$ cat config.mk
export PLATFORM = sky130hd
export DESIGN_NAME = spike_rejecting_median_filter_top
export DESIGN_NICKNAME = d
export VERILOG_FILES = /design/src/rtl/core/sprmf_pkg.sv /design/src/rtl/core/spike_rejecting_median_filter_top.sv /design/src/rtl/core/sprmf_median.sv /design/src/rtl/core/sprmf_core.sv
export SDC_FILE = /design/constraint.sdc
export NUM_CORES = 1
export LEC_CHECK = 0
export ABC_AREA = 0
export BUFFER_PORTS_ARGS = -buffer_cell sky130_fd_sc_hd__buf_2
export CAP_MARGIN = 15
export CORE_UTILIZATION = 59
export CTS_BUF_LIST = sky130_fd_sc_hd__clkbuf_8
export CTS_CLUSTER_DIAMETER = 50
export DETAILED_ROUTE_END_ITERATION = 12
export GPL_TIMING_DRIVEN = 0
export HOLD_SLACK_MARGIN = 0.1
export PLACE_DENSITY = 0.76
export REMOVE_ABC_BUFFERS = 1
export SKIP_CTS_REPAIR_TIMING = 1
export SLEW_MARGIN = 20
export SYNTH_ARGS = -nofsm -noshare
export SYNTH_HDL_FRONTEND = slang
export SYNTH_HIERARCHICAL = 1
export SYNTH_SLANG_ARGS = --single-unit
$ cat constraint.sdc
create_clock -name clk -period 10 [get_ports clk]
set_input_delay 1 -clock clk [delete_from_list [all_inputs] [get_ports clk]]
set_output_delay 1 -clock clk [all_outputs]
set_load 0.05 [all_outputs]
$ cat src/rtl/core/sprmf_pkg.sv
`timescale 1ns / 1ps
// ============================================================================
// sprmf_pkg
// Shared widths, types and helpers for the spike-rejecting median filter.
// ============================================================================
package sprmf_pkg;

    localparam int HISTORY_DEPTH = 5;
    localparam int SAMPLE_WIDTH  = 16;
    localparam int THRESH_WIDTH  = 16;
    localparam int CMP_W         = (SAMPLE_WIDTH > THRESH_WIDTH) ? SAMPLE_WIDTH : THRESH_WIDTH;
    localparam int RANK_W        = $clog2(HISTORY_DEPTH);
    localparam int MEDIAN_RANK   = HISTORY_DEPTH / 2;

    localparam logic [THRESH_WIDTH-1:0] THRESH_RESET = THRESH_WIDTH'(100);

    typedef logic [SAMPLE_WIDTH-1:0] sample_t;
    typedef logic [THRESH_WIDTH-1:0] thresh_t;
    typedef sample_t [HISTORY_DEPTH-1:0] hist_t;

    // One result word as it leaves the filter
    typedef struct packed {
        sample_t filtered;
        logic    median_used;
        logic    spike_confirmed;
        logic    valid_res;
    } result_t;

    // Unsigned distance between two samples
    function automatic sample_t abs_diff(input sample_t a, input sample_t b);
        return (a >= b) ? (a - b) : (b - a);
    endfunction

endpackage

$ cat src/rtl/core/spike_rejecting_median_filter_top.sv
`timescale 1ns / 1ps
// ============================================================================
// spike_rejecting_median_filter_top
// Distance filter: rejects single-sample spikes by substituting the median
// of a short history, and follows a jump once it is confirmed.
// ============================================================================
//
//   Channel  Handshake             Word
//   -------  --------------------  ----------------------------------------
//   in       in_valid / in_ready   sample
//   out      out_valid / out_ready filtered, median_used, spike_confirmed,
//                                  valid_res
//   cfg      cfg_valid / cfg_ready cfg_data (spike threshold)
//
// One word per cycle sustained while out_ready stays high; out_valid rises
// once an accepted word has passed the input register, then the result
// register. The decision, median network and history shift fit between the
// two registers; the history update is the register loop that sets the rate.
// Reset clears the history, pending spike and primed flag, and loads a
// threshold of 100. The config port is always ready.
// A stalled output holds its word; the input register keeps accepting while
// it is empty or its word can move on in the same cycle.
// ============================================================================
module spike_rejecting_median_filter_top (
    input  logic               clk,
    input  logic               rst_n,
    input  logic               in_valid,
    output logic               in_ready,
    input  sprmf_pkg::sample_t sample,
    output logic               out_valid,
    input  logic               out_ready,
    output sprmf_pkg::sample_t filtered,
    output logic               median_used,
    output logic               spike_confirmed,
    output logic               valid_res,
    input  logic               cfg_valid,
    output logic               cfg_ready,
    input  sprmf_pkg::thresh_t cfg_data
);

    logic               in_vld_reg;
    sprmf_pkg::sample_t in_smp_reg;
    logic               out_vld_reg;
    sprmf_pkg::result_t out_res_reg;
    sprmf_pkg::thresh_t thresh_reg;
    sprmf_pkg::result_t res;
    logic               out_free;
    logic               step;

    // Handshake: move the input word on when the result register frees up
    assign out_free  = !out_vld_reg || out_ready;
    assign step      = in_vld_reg && out_free;
    assign in_ready  = !in_vld_reg || step;
    assign cfg_ready = 1'b1;

    // Hold the threshold register
    always_ff @(posedge clk or negedge rst_n)
    begin
        if (!rst_n)
        begin
            thresh_reg <= sprmf_pkg::THRESH_RESET;
        end
        else if (cfg_valid && cfg_ready)
        begin
            thresh_reg <= cfg_data;
        end
    end

    // Input register
    always_ff @(posedge clk or negedge rst_n)
    begin
        if (!rst_n)
        begin
            in_vld_reg <= 1'b0;
        end
        else if (in_ready)
        begin
            in_vld_reg <= in_valid;
        end
    end

    always_ff @(posedge clk)
    begin
        if (in_valid && in_ready)
        begin
            in_smp_reg <= sample;
        end
    end

    sprmf_core u_core (
        .clk       (clk),
        .rst_n     (rst_n),
        .step      (step),
        .sample    (in_smp_reg),
        .threshold (thresh_reg),
        .res       (res)
    );

    // Result register
    always_ff @(posedge clk or negedge rst_n)
    begin
        if (!rst_n)
        begin
            out_vld_reg <= 1'b0;
        end
        else if (out_free)
        begin
            out_vld_reg <= step;
        end
    end

    always_ff @(posedge clk)
    begin
        if (step)
        begin
            out_res_reg <= res;
        end
    end

    assign out_valid       = out_vld_reg;
    assign filtered        = out_res_reg.filtered;
    assign median_used     = out_res_reg.median_used;
    assign spike_confirmed = out_res_reg.spike_confirmed;
    assign valid_res       = out_res_reg.valid_res;

endmodule

$ cat src/rtl/core/sprmf_median.sv
`timescale 1ns / 1ps
// ============================================================================
// sprmf_median
// Rank-based compare network picking the median entry of the history.
// ============================================================================
module sprmf_median (
    input  sprmf_pkg::hist_t   hist,
    output sprmf_pkg::sample_t median
);

    logic [sprmf_pkg::RANK_W-1:0] rank [sprmf_pkg::HISTORY_DEPTH];

    // Rank every entry: count smaller entries, ties broken by position
    always_comb
    begin
        for (int i = 0; i < sprmf_pkg::HISTORY_DEPTH; i++)
        begin
            rank[i] = '0;
            for (int j = 0; j < sprmf_pkg::HISTORY_DEPTH; j++)
            begin
                if ((hist[j] < hist[i]) || ((hist[j] == hist[i]) && (j < i)))
                begin
                    rank[i] = rank[i] + sprmf_pkg::RANK_W'(1);
                end
            end
        end
    end

    // Select the entry whose rank sits in the middle (ranks are unique)
    always_comb
    begin
        median = '0;
        for (int i = 0; i < sprmf_pkg::HISTORY_DEPTH; i++)
        begin
            if (rank[i] == sprmf_pkg::RANK_W'(sprmf_pkg::MEDIAN_RANK))
            begin
                median = median | hist[i];
            end
        end
    end

endmodule

$ cat src/rtl/core/sprmf_core.sv
`timescale 1ns / 1ps
// ============================================================================
// sprmf_core
// Filter state (history, pending spike, primed flag) and the per-word
// outlier decision, median substitution and history shift.
// ============================================================================
module sprmf_core (
    input  logic               clk,
    input  logic               rst_n,
    input  logic               step,
    input  sprmf_pkg::sample_t sample,
    input  sprmf_pkg::thresh_t threshold,
    output sprmf_pkg::result_t res
);

    sprmf_pkg::hist_t   hist_reg;
    sprmf_pkg::hist_t   hist_next;
    sprmf_pkg::hist_t   hist_eff;
    sprmf_pkg::sample_t pend_value_reg;
    sprmf_pkg::sample_t pend_value_next;
    logic               pend_flag_reg;
    logic               pend_flag_next;
    logic               primed_reg;
    sprmf_pkg::sample_t median;
    logic               outlier;
    logic               confirm;
    sprmf_pkg::sample_t result_val;

    // Before the first word the history reads as filled with the sample
    always_comb
    begin
        for (int i = 0; i < sprmf_pkg::HISTORY_DEPTH; i++)
        begin
            hist_eff[i] = primed_reg ? hist_reg[i] : sample;
        end
    end

    sprmf_median u_median (
        .hist   (hist_eff),
        .median (median)
    );

    // Classify the sample and pick the output value
    always_comb
    begin
        outlier = sprmf_pkg::CMP_W'(sprmf_pkg::abs_diff(sample, hist_eff[0]))
                > sprmf_pkg::CMP_W'(threshold);
        confirm = outlier && pend_flag_reg
                && (sprmf_pkg::CMP_W'(sprmf_pkg::abs_diff(sample, pend_value_reg))
                    < sprmf_pkg::CMP_W'(threshold));
        result_val = (outlier && !confirm) ? median : sample;

        res.filtered        = result_val;
        res.median_used     = outlier && !confirm;
        res.spike_confirmed = confirm;
        res.valid_res       = (result_val != '0);
    end

    // Next state: refill on confirm, otherwise shift the output in
    always_comb
    begin
        for (int i = 1; i < sprmf_pkg::HISTORY_DEPTH; i++)
        begin
            hist_next[i] = confirm ? sample : hist_eff[i-1];
        end
        hist_next[0] = result_val;

        pend_value_next = pend_value_reg;
        pend_flag_next  = 1'b0;
        if (outlier && !confirm)
        begin
            pend_value_next = sample;
            pend_flag_next  = 1'b1;
        end
    end

    // Advance the state once per processed word
    always_ff @(posedge clk or negedge rst_n)
    begin
        if (!rst_n)
        begin
            hist_reg       <= '0;
            pend_value_reg <= '0;
            pend_flag_reg  <= 1'b0;
            primed_reg     <= 1'b0;
        end
        else if (step)
        begin
            hist_reg       <= hist_next;
            pend_value_reg <= pend_value_next;
            pend_flag_reg  <= pend_flag_next;
            primed_reg     <= 1'b1;
        end
    end

`ifndef SYNTHESIS
    a_confirm_needs_pending: assert property (@(posedge clk) disable iff (!rst_n)
        step && res.spike_confirmed |-> pend_flag_reg)
        else $error("spike confirmed with no spike pending");

    a_median_sets_pending: assert property (@(posedge clk) disable iff (!rst_n)
        step && res.median_used |=> pend_flag_reg && (pend_value_reg == $past(sample)))
        else $error("rejected sample not held as pending spike");

    a_newest_is_output: assert property (@(posedge clk) disable iff (!rst_n)
        step |=> primed_reg && (hist_reg[0] == $past(res.filtered)))
        else $error("newest history entry differs from last output");

    a_flags_exclusive: assert property (@(posedge clk) disable iff (!rst_n)
        step |-> !(res.median_used && res.spike_confirmed))
        else $error("median substitution and spike confirm together");
`endif

endmodule

==> Word-level counts from Yosys, hierarchy flattened <==
Cells that the tools add are included.
{ "classes": {"bitwise_logic": 4, "n_reduce_logical": 22, "add_sub_neg": 24, "magnitude_cmp": 29, "n_eq_ne": 15, "n_mux": 43} }
{ "op_table": {"columns": ["operator", "count"], "rows": [
  ["less-than comparator 16 bit", 26],
  ["two-way mux 16 bit", 17],
  ["== test 16 bit", 10],
  ["OR 16 bit", 4],
  ["subtractor 16 bit", 4],
  ["two-way mux 3 bit", 20],
  ["adder 3 x 1 -> 3 bit (second input constant)", 15],
  ["greater-or-equal comparator 16 bit", 2],
  ["> comparator 16 bit", 1],
  ["nonzero test 16 bit", 1],
  ["== test 3 x 2 -> 1 bit (second input constant)", 5],
  ["logical OR 1 bit", 12],
  ["adder 1 x 1 -> 2 bit (second input constant)", 5],
  ["two-way mux 1 bit", 6],
  ["logical AND 1 bit", 5],
  ["zero test 1 bit", 3],
  ["AND reduction 2 bit", 1]
]} }
{ "totals": {"ff_bits": 151, "wordCells": 153} }

==> Logic depth before layout (Yosys ltp) <==
Gate-level depths: netlist of run 1.
{ "logic_depth": {"depth_word": 23, "depth_mapped": 26} }

==> Hierarchy <==
The synthesis of run 1 kept the hierarchy.
{ "by_module_without_submodules": {"columns": ["mod", "seq_area_each_um2", "cells_each", "n_inst", "area_per_inst_um2"], "rows": [
  ["sprmf_core", 2452.4, 1201, 1, 9434.0],
  ["sprmf_median", 0.0, 629, 1, 4884.7],
  ["spike_rejecting_median_filter_top", 1505.2, 79, 1, 1804.2]
]} }

==> Worst setup path before layout of run 1 <==
Ideal clock, no wire load.
{ "synth_timing": {"path_kind": "register to register", "start": "reg u_core.primed_reg", "end": "reg out_res_reg (netlist bit valid_res) (data pin)", "period_less_slack_ps": 5577, "n_path_buf": 4, "t_arrival_ps": 5317, "stages_incl_launch_ff": 24, "required_time_ps": 9740, "slack_ps": 4423, "path_cell_list": "dfrtp_1 clkbuf_1 clkbuf_1 buf_1 nand2_1 nand2_1 inv_1 ha_1 nand4_1 or4_1 o211ai_1 o21ai_1 ha_1 xnor2_1 ha_1 nor4b_1 a311oi_1 a21oi_1 buf_6 a221o_1 a221o_1 nor4_1 nand4_1 mux2_2"} }
{ "synth_lines": {"columns": ["element", "line_no", "text"], "rows": [
  ["start, declared", "sprmf_core.sv:23", "logic primed_reg;"],
  ["start signal, assigned", "sprmf_core.sv:85", "primed_reg <= 1'b0;"],
  ["start signal, assigned", "sprmf_core.sv:92", "primed_reg <= 1'b1;"],
  ["end signal, assigned", "spike_rejecting_median_filter_top.sv:116", "out_res_reg <= res;"],
  ["end, declared", "spike_rejecting_median_filter_top.sv:44", "sprmf_pkg::result_t out_res_reg;"]
]} }

==> metrics.txt, run 1 <==
final cell count without fillers 2239; vias in the first global route 13999; Clock Tree Root clkbuf_8; Setup CP Type flip-flop to flip-flop; dpl hpwl 35700 um; Startpoint Class flip-flop; reg2reg setup slack 1780 ps; pin count of the biggest net entering global routing 81; Setup Skew 23.4 ps; crit share post-route 82.2%; asr flop ratio synth 76.8%; DRC 0; flops & latches, synth 151; Die W 167 um; CORE AREA 26900 um^2; Worst Tran Pin Value 1010 ps; io pins 59; final WL 47700 um; CP Max Fanout 59; post-DR wirelength/cell 21.3 um; Initial DRT Pass Iterations 6; Initial Util 60.0%; maximum clock rate 122 MHz; Post-synth EDFFs 35; nets 2192; Synth warnings 6; DIE AREA 28000 um^2; status finished, final reports clean; Syn Std Cell Area 16100 um^2; Top FF cell, synth dfrtp_1; Worst slew margin 33.0%; CTS buffer count 17; number of core rows 60; via count 14710; Critical Path RT 10370 ps; Port-buffer cells 57; Hold Path Class input pin to asynchronous set/reset pin; first-pass GRT wire length 75800 um; max_cap viols 0; fillcell total 2368; Initial DRC Count 1521; max reg flops 80; worst-skew pair later-pin latency 490 ps; CTS tree built; P&R area growth vs syn 5.20%; synthesized area per cell 8.45 um^2; # clock sinks 151; placed cell areas 16600 um^2; GP Congestion 0.974; antenna violations before repair 0; Pins Over Slew Limit 0; Antenna diodes 0; R2R depth 18; post-placement cell count 2205; Cell variety after synth 85; RR Startpoint u_core/primed_reg; Total GRT Usage 34.3%; routed vias/inst 6.57; chip height 167 um; Clock Path Buffers 2; Clock H-tree levels 4; Final setup viols 0; design area 17000 um^2; Antenna Nets Post-Route 0; fraction of final layout cells sized beyond drive strength 1 10.3%; Worst-path clk slew 90 ps; register area share after synthesis 24.5%; Worst Setup End Kind flip-flop; Fin. Hold Viols 0; min Tclk post-route 8220 ps; final hold slack 382 ps; GR Overflow Total 0; crit path DAT 8590 ps; RSZ-0062 raised after global routing no; Worst R2R End u_core/pend_value_reg[15]; synthesized instance count 1909
## worst max-delay path by stage
| stage | startpoint | end |
|---|---|---|
| floorplan | u_core/primed_reg | u_core/pend_value_reg[15] |
| global placement | u_core/primed_reg | u_core/pend_value_reg[15] |
| detailed placement | u_core/primed_reg | u_core/pend_value_reg[15] |
| CTS | u_core/primed_reg | u_core/pend_value_reg[15] |
| global route | u_core/primed_reg | u_core/pend_value_reg[15] |
| finish | u_core/primed_reg | u_core/pend_value_reg[15] |
## cell usage after synthesis, types with 13 or more instances
library cell	instances	area share [%]
a21o_1	29	1.4
a21oi_1	121	3.8
a221o_1	28	1.7
a31oi_1	83	3.2
buf_2	23	0.71
buf_4	25	1.2
clkbuf_1	59	1.4
dfrtp_1	113	18
edfxtp_1	35	6.5
ha_1	266	21
inv_1	151	3.5
mux2i_1	39	2.4
nand2_1	310	7.2
nand2b_1	46	1.8
nand3_1	33	1.0
nand4_1	56	2.2
nor2_1	54	1.3
nor2b_1	21	0.81
nor4_1	17	0.66
nor4_2	13	1.0
o211ai_1	19	0.88
o21ai_0	40	1.2
o22ai_1	16	0.62
o31ai_1	85	4.0
xnor2_1	19	1.0
## kinds of logic after synthesis
kind of cell	after synthesis	share of synthesized area (%)
xor gates and xnor gates	31	1.68
AOI/OAI and AO/OA	508	22.1
buffers and inverters	267	7.26
muxes	63	4.36
adders and majority gates	270	21.1
DFF	151	24.5
other	1	0.0233
and+or+nand+nor	618	18.9
## layout make-up
type / instances / area [um^2] / share of cell area [%]
clock buffer: 17 / 234 / 1.38
clock inverter: 15 / 131 / 0.775
inverter: 153 / 579 / 3.42
multi-input combinational: 1491 / 11100 / 65.3
sequential: 151 / 3960 / 23.4
tap: 341 / 427 / 2.52
timing repair buffer: 71 / 546 / 3.22
## per-layer routing
layer  up-vias  part of all wire [%]  global-route usage (%)
met5         -                     0                       0
met4         0                   3.0                    12.6
met3        94                   8.6                    6.26
met2       682                    43                    51.4
met1      6964                    46                    49.2
li1       6970                     -                       -
## cell usage in the layout, fill, tap and decap left out, types with 7 or more instances in the layout
cell | netlist | final
mux2i_1 | 39 | 39
nor4_1 | 17 | 17
nor4_2 | 13 | 13
nand4_1 | 56 | 56
xnor2_1 | 19 | 19
o21ai_0 | 40 | 40
nand2_1 | 310 | 309
nor2b_1 | 21 | 21
ha_1 | 266 | 265
nor2_1 | 54 | 54
dfrtp_1 | 113 | 112
mux2_4 | 10 | 10
nor3_1 | 12 | 12
o21a_1 | 7 | 7
nand3_1 | 33 | 33
a31oi_1 | 83 | 83
or2_2 | 10 | 10
o31ai_1 | 85 | 85
o211ai_1 | 19 | 19
a221o_1 | 28 | 27
inv_1 | 151 | 151
a211oi_1 | 9 | 9
mux2_2 | 12 | 12
a21oi_1 | 121 | 118
clkbuf_8 | 0 | 17
a21o_1 | 29 | 28
edfxtp_1 | 35 | 35
nand2b_1 | 46 | 46
buf_2 | 23 | 56
o22ai_1 | 16 | 16
a21boi_0 | 8 | 8
xor2_1 | 12 | 12
## stage by stage
stage / setup WS, ps / TNS, ps / utilization, %
after global routing: 1530 / 0 / 63.1
after floorplan: 1420 / 0 / -
final: 1780 / 0 / 63.1
after detailed placement: 2120 / 0 / 61.7
after CTS: 2070 / 0 / 63.0
after global placement: -2260 / -111430 / 60.4
## worst max-delay path, stage by stage, from the launching register on
cell,delay (ps)
dfrtp_4,710
buf_12,300
nand2b_1,230
nand2_1,350
ha_1,610
nand2_1,260
nor4_1,720
nor2_1,170
a31oi_4,750
o2111ai_1,350
o41ai_2,130
xnor2_1,120
ha_1,290
and4_1,340
nor3b_1,750
a221o_4,620
nand4_1,630
buf_6,390
mux2_2,280
Power of run 1 is not shown: default switching activity piles up to over one toggle a cycle in this logic, so the estimate is an artifact.
==> inputs of run 2 (changes only) <==
- clock period: 10 -> 7.7 ns (I/O delays scaled with it)
==> run 2 against run 1 <==
  * Setup slack lost 1600 ps
  * Critical path depth grew 1
  * Largest cell class unchanged
  * Critical endpoint is now valid_res
  * Wire length grew 1.2%
  * Register-to-register slack lost 1600 ps
  * Via count grew 1.4%
  * Final cell count grew 0.31%
  * Worst hold slack lost 230 ps
  * Highest routed layer unchanged
==> metrics.txt, run 2 (same netlist as run 1, synthesis figures left out) <==
crit path launch u_core/primed_reg; CP max stage delay 790 ps (+40 ps); Worst path top cell family by delay simple AND/OR/NAND/NOR gates; CTS buffer count 17 (unchanged); DIE AREA 28000 um^2 (unchanged); P&R area growth vs syn 5.66%; design area 17000 um^2 (+0.44%); placed cell areas 16600 um^2 (unchanged); io pins 59 (unchanged); Top Usage Layer GRT met2; Initial DRC Count 1672 (+9.9%); max reg flops 80 (unchanged); Critical Path RT 7950 ps (-2420 ps); via count 14916 (+1.4%); met2 Use GR 51.4% (unchanged); CTS tree built; RSZ-0062 raised after global routing no; Worst slew margin 32.5% (-0.46 points); Final setup viols 0 (unchanged); most used cell, CP ha_1; chip height 167 um (unchanged); vias in the first global route 13999 (unchanged); R2R depth 19 (+1); number of core rows 60 (unchanged); pin count of the biggest net entering global routing 81 (unchanged); CP Capture Point valid_res; Antenna diodes 0 (unchanged); Fin. Hold Viols 0 (unchanged); status finished, final reports clean; Worst R2R End valid_res; crit share post-route 97.2% (+15 points); dpl hpwl 35700 um (unchanged); Port-buffer cells 57 (unchanged); most frequent cells in the layout nand2_1 (309), ha_1 (265), inv_1 (151); GP Congestion 0.974 (unchanged); Initial Util 60.0% (unchanged); met3 usage 6.26% (unchanged); worst-skew pair later-pin latency 500 ps (about the same); met1 Use GR 49.2% (unchanged); GR Overflow Total 0 (unchanged); final WL 48300 um (+1.2%); Setup CP Type flip-flop to flip-flop; maximum clock rate 134 MHz (+9.8%); Worst Tran Pin Value 1010 ps (+6.97 ps); cells along the critical path buf_12 > nand2b_1 > nand2_1 > ha_1 > and4_1 > a221oi_1 > a2bb2oi_1 > inv_1 > ha_2 > xor2_1 > ha_1 > and3b_1 > mux2i_4 > o22ai_1 > a221o_2 > a221o_1 > nor4_1 > nand4_1 > mux2_2; min Tclk post-route 7490 ps (-731 ps); slowest CP cell ha_2; post-DR wirelength/cell 21.5 um (+0.87%); Total GRT Usage 34.3% (unchanged); fraction of final layout cells sized beyond drive strength 1 10.8% (+0.49 points); Worst-path clk slew 90 ps (about the same); Pins Over Slew Limit 0 (unchanged); crit path DAT 7730 ps (-860 ps); RR Startpoint u_core/primed_reg; Hold Path Class input pin to asynchronous set/reset pin; Clock H-tree levels 4 (unchanged); reg2reg setup slack 210 ps (-1570 ps); CP Max Fanout 59 (unchanged); DRC 0 (unchanged); Setup Skew 23.0 ps (-0.375 ps); Clock Tree Root clkbuf_8; routed vias/inst 6.64 (+1.1%); first-pass GRT wire length 75800 um (unchanged); Antenna Nets Post-Route 0 (unchanged); commonest non-fill, non-tap cell in the layout nand2_1; CORE AREA 26900 um^2 (unchanged); Clock Path Buffers 2 (unchanged); nets 2199 (+0.32%); Startpoint Class flip-flop; Initial DRT Pass Iterations 7 (+1); critical path buffer and inverter count 2 (unchanged); antenna violations before repair 0 (unchanged); # clock sinks 151 (unchanged); WP depth 19 (+1); max_cap viols 0 (unchanged); Worst Setup End Kind flip-flop; Die W 167 um (unchanged); fillcell total 2356 (-0.51%)
==> run 2: cell types whose count changed in the layout (fill, tap and decap cells not counted) <==
cell,change
nor4_1,-2
nor4_2,+2
nor3b_1,-1
buf_4,+6
a31oi_2,+1
nor3b_2,+1
==> run 2: layout make-up <==
class / count / area [um^2] / share of cell area [%]
Clock inverter: 15 / 131 / 0.771
Multi-Input combinational cell: 1492 / 11100 / 65.2
Clock buffer: 17 / 234 / 1.37
Timing Repair Buffer: 77 / 591 / 3.47
Tap cell: 341 / 427 / 2.50
Sequential cell: 151 / 3960 / 23.3
Inverter: 153 / 579 / 3.40
==> run 2: worst min path at each step <==
stage	from	endpoint	slack, ps
CTS	rst_n	u_core/hist_reg[44]	150
detailed placement	u_core/hist_reg[40]	u_core/hist_reg[40]	470
global route	rst_n	thresh_reg[9]	160
floorplan	u_core/hist_reg[16]	u_core/hist_reg[16]	450
finish	rst_n	u_core/hist_reg[44]	150
global placement	u_core/hist_reg[78]	u_core/hist_reg[78]	460
==> run 2: routing by layer <==
metal,part of all wire [%],vias up,wire (um)
met5,0,-,0
met4,3.0,0,1470
met3,8.2,93,3980
met2,43,693,20700
met1,46,7144,22100
li1,-,6986,-
==> run 2: worst register-to-register path: stages (launching register included) <==
cell       delay [ps]
dfrtp_4           720
buf_12            300
nand2b_1          280
nand2_1           390
ha_1              450
and4_1            280
a221oi_1          180
a2bb2oi_1         350
inv_1             110
ha_2              790
xor2_1            150
ha_1              320
and3b_1           240
mux2i_4           690
o22ai_1           200
a221o_2           330
a221o_1           280
nor4_1            620
nand4_1           240
mux2_2            320
==> run 2: stage by stage <==
step / setup slack (ps) / std cells / utilization (%) / TNS [ps] / hold slack [ps]
after floorplan: -879 / 1795 / - / -11160 / 449
after global placement: -4560 / 2193 / 60.4 / -378230 / 459
after detailed placement: -183 / 2205 / 61.7 / -514 / 466
after CTS: -228 / 2237 / 63.0 / -903 / 149
after global routing: 10.7 / 2246 / 63.4 / 0 / 159
final: 214 / 2246 / 63.4 / 0 / 149
Power of run 2 is left out for the same reason.
